===== src/sliding_window_mean_variance_unit_defines.svh =====
// Assertion macros for the sliding window mean/variance unit.
// Depends on nothing; taken in by the top level.
`ifndef SLIDING_WINDOW_MEAN_VARIANCE_UNIT_DEFINES_SVH
`define SLIDING_WINDOW_MEAN_VARIANCE_UNIT_DEFINES_SVH

// Antecedent holds -> consequent holds in the same cycle.
`define SWMV_ASSERT_SAME(label, clk, rst, ante, cons) \
   label: assert property (@(posedge clk) disable iff (rst) (ante) |-> (cons)) \
      else $error("swmv check failed");

// Antecedent holds -> consequent holds in the next cycle.
`define SWMV_ASSERT_NEXT(label, clk, rst, ante, cons) \
   label: assert property (@(posedge clk) disable iff (rst) (ante) |=> (cons)) \
      else $error("swmv check failed");

`endif


===== src/swmv_pkg.sv =====
// Package for the sliding window mean/variance unit: sizes, states, structs.
// Depends on nothing.
`timescale 1ns / 1ps
package swmv_pkg;
   localparam int WINDOW        = 64;
   localparam int FRACTION_BITS = 16;
   localparam int SAMPLE_W      = 32;
   localparam int SPAN_W        = 7;
   localparam int VAR_W         = 64;
   localparam int IDX_W  = (WINDOW > 1) ? $clog2(WINDOW) : 1;
   localparam int FILL_W = $clog2(WINDOW + 1);
   localparam int CMP_W  = (FILL_W > SPAN_W) ? FILL_W : SPAN_W;
   localparam int SUM_W  = SAMPLE_W + IDX_W + 1;
   localparam int DIFF_W = SAMPLE_W + 1;
   localparam int SQ_W   = 2 * SAMPLE_W + 1;
   localparam int ACC_W  = SQ_W + IDX_W;
   localparam int VSHIFT = 32 - 2 * FRACTION_BITS;
   localparam int LSH    = (VSHIFT > 0) ? VSHIFT : 0;
   localparam int RSH    = (VSHIFT < 0) ? -VSHIFT : 0;
   localparam int NUM_W  = ACC_W + LSH;
   localparam int DIV_W  = (NUM_W > SUM_W) ? NUM_W : SUM_W;
   localparam int DCNT_W = $clog2(DIV_W + 1);

   typedef enum logic [2:0] {
      S_IDLE, S_SUM, S_MSTART, S_MDIV, S_VAR, S_DRAIN, S_VSTART, S_VDIV_OUT
   } state_type;

   typedef struct packed {
      logic               start;
      logic [DIV_W-1:0]   dividend;
      logic [FILL_W-1:0]  divisor;
   } div_req_type;

   typedef struct packed {
      logic               done;
      logic [DIV_W-1:0]   quotient;
   } div_rsp_type;
endpackage


===== src/swmv_cell.sv =====
// One window cell: holds a sample, shifts in on load, rotates on pass steps.
// Depends on swmv_pkg.
`timescale 1ns / 1ps
module swmv_cell
   import swmv_pkg::*;
(
   input  logic                clock,
   input  logic                load,
   input  logic                rotate,
   input  logic [SAMPLE_W-1:0] from_prev,
   input  logic [SAMPLE_W-1:0] from_next,
   output logic [SAMPLE_W-1:0] data
);
   logic [SAMPLE_W-1:0] data_ff;
   logic [SAMPLE_W-1:0] data_in;

   always_comb begin
      data_in = data_ff;
      if (load) begin
         data_in = from_prev;
      end else if (rotate) begin
         data_in = from_next;
      end
   end

   always_ff @(posedge clock) begin
      data_ff <= data_in;
   end

   assign data = data_ff;
endmodule


===== config.mk =====
export PLATFORM = sky130hd
export DESIGN_NAME = swmv_cell
export DESIGN_NICKNAME = d
export VERILOG_FILES = /design/src/sliding_window_mean_variance_unit_defines.svh /design/src/swmv_pkg.sv /design/src/swmv_cell.sv
export SDC_FILE = /design/constraint.sdc
export NUM_CORES = 1
export LEC_CHECK = 0
export BUFFER_PORTS_ARGS = -buffer_cell sky130_fd_sc_hd__buf_2
export CAP_MARGIN = 20
export CELL_PAD_IN_SITES_DETAIL_PLACEMENT = 0
export CELL_PAD_IN_SITES_GLOBAL_PLACEMENT = 2
export CORE_ASPECT_RATIO = 0.8
export CORE_UTILIZATION = 29
export DETAILED_ROUTE_END_ITERATION = 10
export PLACE_DENSITY = 0.82
export SLEW_MARGIN = 15
export SYNTH_ARGS = -nofsm -noshare
export SYNTH_HDL_FRONTEND = slang
export SYNTH_SLANG_ARGS = --single-unit
export TNS_END_PERCENT = 100

===== constraint.sdc =====
create_clock -name clock -period 2.8 [get_ports clock]
set_clock_uncertainty 0.1 [all_clocks]
set_input_delay 0.42 -clock clock [delete_from_list [all_inputs] [get_ports clock]]
set_output_delay 0.42 -clock clock [all_outputs]
set_load 0.01 [all_outputs]

==> impl_results.md <==
* Post-synthesis instance total at 69
* PD cells at approximately 530 nW/µm²
* Critical path capture point type: flip-flop
* Primary flip-flop cell chosen by synthesis mapping: edfxtp_1
* Hold-fix buffers at CTS at 0
* Number of enable flip-flop cells after synthesis at 32
* Buffer type at the clock tree root: clkbuf_8
* Cell type with the largest total area after synthesis: edfxtp_1
* Post-synthesis cell type count at 6
* Maximum number of pins on one net before global-route repair at 19
* Hold depth at 2
* Die Footprint at around 5500 µm²
* Wire length of the first global-routing pass at 4.49 mm
* Sink of the worst hold path: data[21]
* Min cycle time layout at ~1.6 ns
* Max Cap Viol at 0
* Number of max-slew violations in the final report at 0
* CTS tree: built
* Final Routed Wirelength at 3.04 mm
* Yosys reg bits at 32
* Final ANT Viol Nets at 0
* Boundary Pins at between 90 and 100
* Clock-pin transition on the worst setup and hold timing paths at ~0.060 ns
* Total of cells resized after clock tree synthesis at 0
* Number of nets in the layout at around 240
* Std-Cell Core Area at ~5000 µm²
* Arrival @ worst endpoint at roughly 1.5 ns
* Biggest area contributors in the synthesized netlist: edfxtp_1 64%, mux2_4 29%, buf_12 4.0%
* Leading cell types by count after synthesis: 32 x edfxtp_1, 29 x mux2_4, 3 x buf_12, 3 x mux2_2
* Share of the synthesized area in the top cell type at 0.637
* Sum of overflow across all layers after global routing at 0
* Vias after detailed routing at slightly below 1000
* Worst setup slack after placement at 0.942 ns
* CP Class: in -> reg
* Startpoint of the worst hold path: from_prev[21]
* Max-slew headroom at the worst pin at 0.650
* Ratio of cells with drive above 1 in the final layout at 0.799
* Number of rows created at floorplan at 23
* Average wire per cell in the routed design at 12.9 µm
* Post-CTS setup buffers at 0
* Via count normalized by instance count at ~4.2
* Port Buffer Count at 98
* Number of buffers added by the clock tree synthesis step at 5
* Fmax at between 600 and 700 MHz
* Number of flip-flops under the largest register name at 32
* Area growth, synth to finish at 40.0%
* Post-synthesis average cell area at approximately 22 µm²
* DRC violations left at 0
* Maximum fanout count along the critical path at 18
* CTS Buffer Depth at 2
* Global-route usage over all layers at 0.119
* Final setup vio count at 0
* Hold/Removal Path Class: in -> reg
* Period Utilization, post-route at 0.554
* Worst supply voltage drop on vdd at ~200 µV
* Outcome: finished clean
* Element type at the critical path start: input port
* Slew at the pin closest to its max-slew limit at between 0.5 and 0.6 ns
* Critical path required time at about 2.7 ns
* DIE WIDTH at a little over 80 µm
* Fraction of registers with async set/reset at 0
* Most common cell in the netlist: edfxtp_1
* Number of diodes added for antenna fixing at 0
* Cell Area, Synth at roughly 1500 µm²
* RSZ-0062 raised after global routing: no
* H-tree Lvls at 2
* Effective utilization at floorplan at 0.301
* Post-route setup slack at between 1 and 1.5 ns
* Weighted congestion reported at the end of routability-driven placement at 0.743
* Floorplan die height at around 66 µm
* Setup TNS at 0 ns
* Number of DRC markers after the initial detailed-route iteration at 20
* First-pass iteration count of the detailed router at 4
* Number of global-route vias before repair at 1037
* Initial antenna violation count at 0
* Synth warnings at 0
* Fraction of the yosys area taken by sequential cells at 0.637
* Final number of hold-violating endpoints at 0
* Static power due to leakage at between 1 and 1.5 nW
* Clock sink count at 32
* Syn_nets at between 100 and 150
worst max-delay path by stage:
stage | startpoint | endpoint | slack (ns) | cells after the start
final | load | data[13] | 1.25 | 3
after detailed placement | load | data[11] | 0.94 | 3
after CTS | load | data[11] | 1.25 | 3
after global routing | load | data[11] | 1.22 | 3
after floorplan | load | data[0] | 0.87 | 3
after global placement | load | data[15] | 1.00 | 3
final cells by class:
cell class / instances / area (µm²)
Clock buffer: 5 / 68.8
Clock inverter: 2 / 7.51
Fill cell: 503 / 2900
Multi-Input combinational cell: 33 / 475
Sequential cell: 32 / 961
Tap cell: 62 / 77.6
Timing Repair Buffer: 102 / 520
metal layers:
metal / track usage / part of all wire
met1: 0.118 / 0.37
met4: 0.0539 / 0.010
met5: 0 / 0
met3: 0.0740 / 0.14
met2: 0.195 / 0.48
kinds of logic (layout without fill, tap and decap cells):
group | count (synthesis) | count (layout) | synth area share
muxes | 32 | 32 | 0.311
buffers and inverters | 4 | 109 | 0.0473
and+or+nand+nor | 1 | 1 | 0.00415
DFF | 32 | 32 | 0.637
worst max-delay path, stage by stage:
cell and delay, ns:
buf_2 0.42, buf_4 0.31, mux2_4 0.32
per-stage QoR:
stage                util  hold slack, ns  instances  power, mW  cell area (µm²)
floorplan               -           0.537         69      0.727             1510
finish              0.422           0.343        236       1.12             2110
detailed placement  0.406           0.624        229      0.826             2030
global route        0.422           0.326        236       1.19             2110
CTS                 0.422           0.333        236       1.14             2110
global placement    0.406           0.620        229      0.820             2030
placed cells by master (no fill, tap or decap):
cell      count
buf_2        98
buf_4         4
clkbuf_8      5
clkinv_1      2
edfxtp_1     32
mux2_2        3
mux2_4       29
or2_1         1
where the power goes:
| part | leakage, nW | internal [mW] | switching [mW] |
|---|---|---|---|
| clock network | 0.0391 | 0.163 | 0.149 |
| registers | 0.326 | 0.588 | 0.0106 |
| logic | 0.656 | 0.121 | 0.0914 |
No activity file was read; power rests on OpenSTA's default activity.
