<file path="config.mk">
export PLATFORM = sky130hd
export DESIGN_NAME = swmv_div
export DESIGN_NICKNAME = d
export VERILOG_FILES = /design/src/sliding_window_mean_variance_unit_defines.svh /design/src/swmv_pkg.sv /design/src/swmv_div.sv
export SDC_FILE = /design/constraint.sdc
export NUM_CORES = 1
export LEC_CHECK = 0
export BUFFER_PORTS_ARGS = -buffer_cell sky130_fd_sc_hd__clkbuf_2
export CAP_MARGIN = 20
export CORE_MARGIN = 4
export CORE_UTILIZATION = 37
export CTS_BUF_LIST = sky130_fd_sc_hd__clkbuf_4 sky130_fd_sc_hd__clkbuf_8
export CTS_CLUSTER_SIZE = 20
export DETAILED_ROUTE_END_ITERATION = 16
export MAX_ROUTING_LAYER = met4
export PLACE_DENSITY = 0.65
export SYNTH_ARGS = -nofsm -noshare
export SYNTH_HDL_FRONTEND = slang
export SYNTH_SLANG_ARGS = --single-unit
</file>
<file path="constraint.sdc">
create_clock -name clock -period 3.1 [get_ports clock]
set_input_delay 0.775 -clock clock [delete_from_list [all_inputs] [get_ports clock]]
set_output_delay 0.775 -clock clock [all_outputs]
set_load 0.01 [all_outputs]
</file>
<file path="src/sliding_window_mean_variance_unit_defines.svh">
// Assertion macros for the sliding window mean/variance unit.
// Depends on nothing; taken in by the top level.
`ifndef SLIDING_WINDOW_MEAN_VARIANCE_UNIT_DEFINES_SVH
`define SLIDING_WINDOW_MEAN_VARIANCE_UNIT_DEFINES_SVH

// Antecedent holds -> consequent holds in the same cycle.
`define SWMV_ASSERT_SAME(label, clk, rst, ante, cons) \
   label: assert property (@(posedge clk) disable iff (rst) (ante) |-> (cons)) \
      else $error("swmv check failed");

// Antecedent holds -> consequent holds in the next cycle.
`define SWMV_ASSERT_NEXT(label, clk, rst, ante, cons) \
   label: assert property (@(posedge clk) disable iff (rst) (ante) |=> (cons)) \
      else $error("swmv check failed");

`endif

</file>
<file path="src/swmv_pkg.sv">
// Package for the sliding window mean/variance unit: sizes, states, structs.
// Depends on nothing.
`timescale 1ns / 1ps
package swmv_pkg;
   localparam int WINDOW        = 64;
   localparam int FRACTION_BITS = 16;
   localparam int SAMPLE_W      = 32;
   localparam int SPAN_W        = 7;
   localparam int VAR_W         = 64;
   localparam int IDX_W  = (WINDOW > 1) ? $clog2(WINDOW) : 1;
   localparam int FILL_W = $clog2(WINDOW + 1);
   localparam int CMP_W  = (FILL_W > SPAN_W) ? FILL_W : SPAN_W;
   localparam int SUM_W  = SAMPLE_W + IDX_W + 1;
   localparam int DIFF_W = SAMPLE_W + 1;
   localparam int SQ_W   = 2 * SAMPLE_W + 1;
   localparam int ACC_W  = SQ_W + IDX_W;
   localparam int VSHIFT = 32 - 2 * FRACTION_BITS;
   localparam int LSH    = (VSHIFT > 0) ? VSHIFT : 0;
   localparam int RSH    = (VSHIFT < 0) ? -VSHIFT : 0;
   localparam int NUM_W  = ACC_W + LSH;
   localparam int DIV_W  = (NUM_W > SUM_W) ? NUM_W : SUM_W;
   localparam int DCNT_W = $clog2(DIV_W + 1);

   typedef enum logic [2:0] {
      S_IDLE, S_SUM, S_MSTART, S_MDIV, S_VAR, S_DRAIN, S_VSTART, S_VDIV_OUT
   } state_type;

   typedef struct packed {
      logic               start;
      logic [DIV_W-1:0]   dividend;
      logic [FILL_W-1:0]  divisor;
   } div_req_type;

   typedef struct packed {
      logic               done;
      logic [DIV_W-1:0]   quotient;
   } div_rsp_type;
endpackage

</file>
<file path="src/swmv_div.sv">
// Restoring divider, one quotient bit per cycle, shared by mean and variance.
// Depends on swmv_pkg.
`timescale 1ns / 1ps
module swmv_div
   import swmv_pkg::*;
(
   input  logic        clock,
   input  logic        reset,
   input  div_req_type req,
   output div_rsp_type rsp
);
   logic [DIV_W-1:0]  dvd_ff, dvd_in;
   logic [FILL_W-1:0] dvs_ff, dvs_in;
   logic [FILL_W-1:0] rem_ff, rem_in;
   logic [DCNT_W-1:0] cnt_ff, cnt_in;
   logic              busy_ff, busy_in;
   logic              done_ff, done_in;
   logic [FILL_W:0]   rem_sh;
   logic [FILL_W:0]   rem_sub;
   logic              qbit;

   always_comb begin
      rem_sh  = {rem_ff, dvd_ff[DIV_W-1]};
      rem_sub = rem_sh - {1'b0, dvs_ff};
      qbit    = (rem_sh >= {1'b0, dvs_ff});
      dvd_in  = dvd_ff;
      dvs_in  = dvs_ff;
      rem_in  = rem_ff;
      cnt_in  = cnt_ff;
      busy_in = busy_ff;
      done_in = 1'b0;
      if (req.start) begin
         dvd_in  = req.dividend;
         dvs_in  = req.divisor;
         rem_in  = '0;
         cnt_in  = '0;
         busy_in = 1'b1;
      end else if (busy_ff) begin
         dvd_in = {dvd_ff[DIV_W-2:0], qbit};
         rem_in = qbit ? rem_sub[FILL_W-1:0] : rem_sh[FILL_W-1:0];
         cnt_in = cnt_ff + 1'b1;
         if (cnt_ff == DCNT_W'(DIV_W - 1)) begin
            busy_in = 1'b0;
            done_in = 1'b1;
         end
      end
   end

   always_ff @(posedge clock) begin
      dvd_ff <= dvd_in;
      dvs_ff <= dvs_in;
      rem_ff <= rem_in;
      cnt_ff <= cnt_in;
      if (reset) begin
         busy_ff <= 1'b0;
         done_ff <= 1'b0;
      end else begin
         busy_ff <= busy_in;
         done_ff <= done_in;
      end
   end

   assign rsp.done     = done_ff;
   assign rsp.quotient = dvd_ff;
endmodule
</file>
==> flow_metrics.tcl <==
set metrics [dict create \
    grt_use_total_pct 14.79 \
    antenna_found_initial 0 \
    cts_inserted_buffers 9 \
    ctsRootBufferMaster "clkbuf_8" \
    drive_gt1_share_pct 55.22 \
    ys_seq_elements 94 \
    final_area_mm2 0.005502 \
    core_mm2 0.01152 \
    setup-tns-final_ps 0 \
    finClkSkew_ps 8.603 \
    wirelength_um 9907 \
    post-place-cells 587 \
    die_x_um 116.9 \
    endpoint "rem_ff[4]$_SDFFE_PP0P_" \
    rr_endpoint "rem_ff[4]$_SDFFE_PP0P_" \
    drcViolationCount 0 \
    die_y_um 116.9 \
    syn-num-nets 394 \
    grt_max_degree 37 \
    clock_path_buffers 2 \
    synth_warnings 0 \
    endpoint_kind "flop" \
    start_util_pct 38.11 \
    post_dp_cell_area_mm2 0.005308 \
    cts_sinks 94 \
    ff2ff_path_depth 7 \
    hp-class "flop to flop" \
    grt-ovfl-total 0 \
    grtUsageMet1_pct 17.80 \
    cts_tree "built" \
    p_leak_nw 2.306 \
    grt_pass1_wl_um 14790 \
    mostFrequentLayoutCell "clkbuf_2" \
    gp_congestion 0.7873 \
    setup_viol 0 \
    seq_area_frac_synth_pct 60.66 \
    synth_cell_types 48 \
    antenna_left 0 \
    run_status "completed" \
    cts.htree.levels 3 \
    slew_headroom_pct 68.05 \
    synthArstFlopShare_pct 0 \
    crit_fanout 9 \
    vias 3005 \
    min_path_cells 2 \
    vdd_drop_max_mv 0.4004 \
    cp.required_ps 3380 \
    post_cts_buffers 0 \
    power.total_w 0.002888 \
    num_io_pins 153 \
    area_growth_pct 25.34 \
    grt.busiest_layer "met2" \
    nets 546 \
    hold_violations 0 \
    timing.final.crit_share_pct 73.12 \
    cts_resized 0 \
    cp_cell_sequence "inv_1, ha_1, fa_1, nand2b_1, a211o_1, and3_1, o31ai_1" \
    routed_via_density 4.983 \
    synth-edff-count 78 \
    rrSetupSlack_ps 830 \
    synthFlopType "edfxtp_1" \
    gr-usage-met3_pct 4.833 \
    drtIter0Drc 148 \
    grt_pass1_vias 3010 \
    crit_path_start "dvd_ff[70]$_DFFE_PP_" \
    finalNonFillerCells 603 \
    p_per_area_mw_per_mm2 525.0 \
    synthCells 303 \
    crit-reg2reg-launch "dvd_ff[70]$_DFFE_PP_" \
    dieArea_mm2 0.01367 \
    syn-cell-area_mm2 0.004389 \
    fin_crit_ps 2267 \
    rows 39 \
    drt_pass1_iterations 4 \
    tightest_slew_ps 479.3 \
    gr-usage-met2_pct 23.63 \
    clk_latency_ps 360 \
    startpoint_type "flop" \
    crit_type "flop to flop" \
    critPathSlowestCell "fa_1" \
    portBuffers 152 \
    grt_setup_unrepaired "no" \
    diodes 0 \
    post_drt_wl_per_cell_um 16.43 \
    dp_hpwl_um 7430 \
    maxCapViolations 0 \
    crit_arrival_ps 2540 \
    cpPeakStageDelay_ps 390 \
    clk_pin_slew_worst_paths_ps 90 \
    postCtsHoldBufs 0 \
    slew_viol_final 0 \
    final_cell_mix "clkbuf_2, edfxtp_1, mux2_2" \
    fmax_mhz 441.2 \
    synth_area_per_cell_um2 14.49 \
]
## Yosys cell counts, drive strengths merged (3+ instances only)
| library cell | count | share of area (%) |
|---|---|---|
| edfxtp | 78 | 53 |
| mux2 | 70 | 18 |
| dfxtp | 16 | 7.3 |
| inv | 13 | 1.1 |
| nor2 | 13 | 1.1 |
| buf | 10 | 1.5 |
| ha | 9 | 2.6 |
| nand2 | 9 | 0.77 |
| clkbuf | 7 | 0.60 |
| o21ai | 7 | 0.80 |
| nor3b | 6 | 1.0 |
| a211oi | 4 | 0.97 |
| a21oi | 4 | 0.46 |
| a41oi | 4 | 0.80 |
| nand4 | 4 | 0.57 |
| nor2b | 4 | 0.57 |
| or2 | 4 | 0.57 |
| nand2b | 3 | 0.43 |
| nor3 | 3 | 0.34 |
| xnor2 | 3 | 0.60 |
| xor2 | 3 | 0.60 |
## flip-flops by register name, indices dropped and copies added (netlist names)
name,flops
busy_ff,1
cnt_ff,7
done_ff,1
dvd_ff,71
dvs_ff,7
rem_ff,7
## worst max-delay path, delay by kind of cell, from the launching register on
family                     cells  cell delay (ps)
DFF                            1              360
adders and majority gates      2              620
AOI/OAI and AO/OA              2              640
and+or+nand+nor                2              480
buffers and inverters          1               80
## metrics by stage
step	hold slack [ps]	util [%]	setup WS, ps
3_5_place_dp	496.8	46.09	765.0
5_1_grt	518.4	47.77	707.2
6_report	502.6	47.77	833.2
2_1_floorplan	455.6	-	406.9
3_3_place_gp	475.2	46.09	806.1
4_1_cts	507.1	47.77	825.1
## worst min path at each step
stage / end / slack [ps] / from
after floorplan: done_ff$_SDFF_PP0_ / 460 / cnt_ff[6]$_SDFFE_PP0P_
after global placement: cnt_ff[6]$_SDFFE_PP0P_ / 480 / cnt_ff[6]$_SDFFE_PP0P_
after detailed placement: cnt_ff[6]$_SDFFE_PP0P_ / 500 / cnt_ff[6]$_SDFFE_PP0P_
after CTS: cnt_ff[6]$_SDFFE_PP0P_ / 510 / cnt_ff[6]$_SDFFE_PP0P_
after global routing: cnt_ff[6]$_SDFFE_PP0P_ / 520 / cnt_ff[6]$_SDFFE_PP0P_
final: cnt_ff[6]$_SDFFE_PP0P_ / 500 / cnt_ff[6]$_SDFFE_PP0P_
## area by class of cell
class,count,area [um2]
Fill cell,1071,6015
Sequential cell,94,2663
Multi-Input combinational cell,179,1584
Timing Repair Buffer,158,833.3
Tap cell,143,178.9
Clock buffer,12,146.4
Inverter,13,48.80
Clock inverter,4,47.55
## cells by family (layout without fill, tap and decap cells)
logic type / after synthesis / count (layout) / synth area share, %
buf+inv: 30 / 187 / 3.250
compound gates: 38 / 38 / 6.955
flops: 94 / 94 / 60.66
mux: 71 / 71 / 18.19
xor+xnor: 6 / 6 / 1.197
fa+ha+maj: 10 / 10 / 3.022
simple gates: 54 / 54 / 6.727
## routing by layer
metal  part of all wire [%]  vias to the layer above  wire (um)
met1                     43                     1447       4241
li1                       -                     1447          -
met2                     49                       99       4879
met5                      0                        -          0
met4                    2.1                        0        204
met3                    5.9                       12        581
## power breakdown
| part | internal, W | leakage, nW | switching (W) |
|---|---|---|---|
| clock network | 0.000397 | 0.0968 | 0.000418 |
| registers | 0.00151 | 0.913 | 0.0000669 |
| logic | 0.000244 | 1.30 | 0.000249 |
| total | 0.00215 | 2.31 | 0.000734 |
Note: power is estimated with default switching activity, not from simulation.
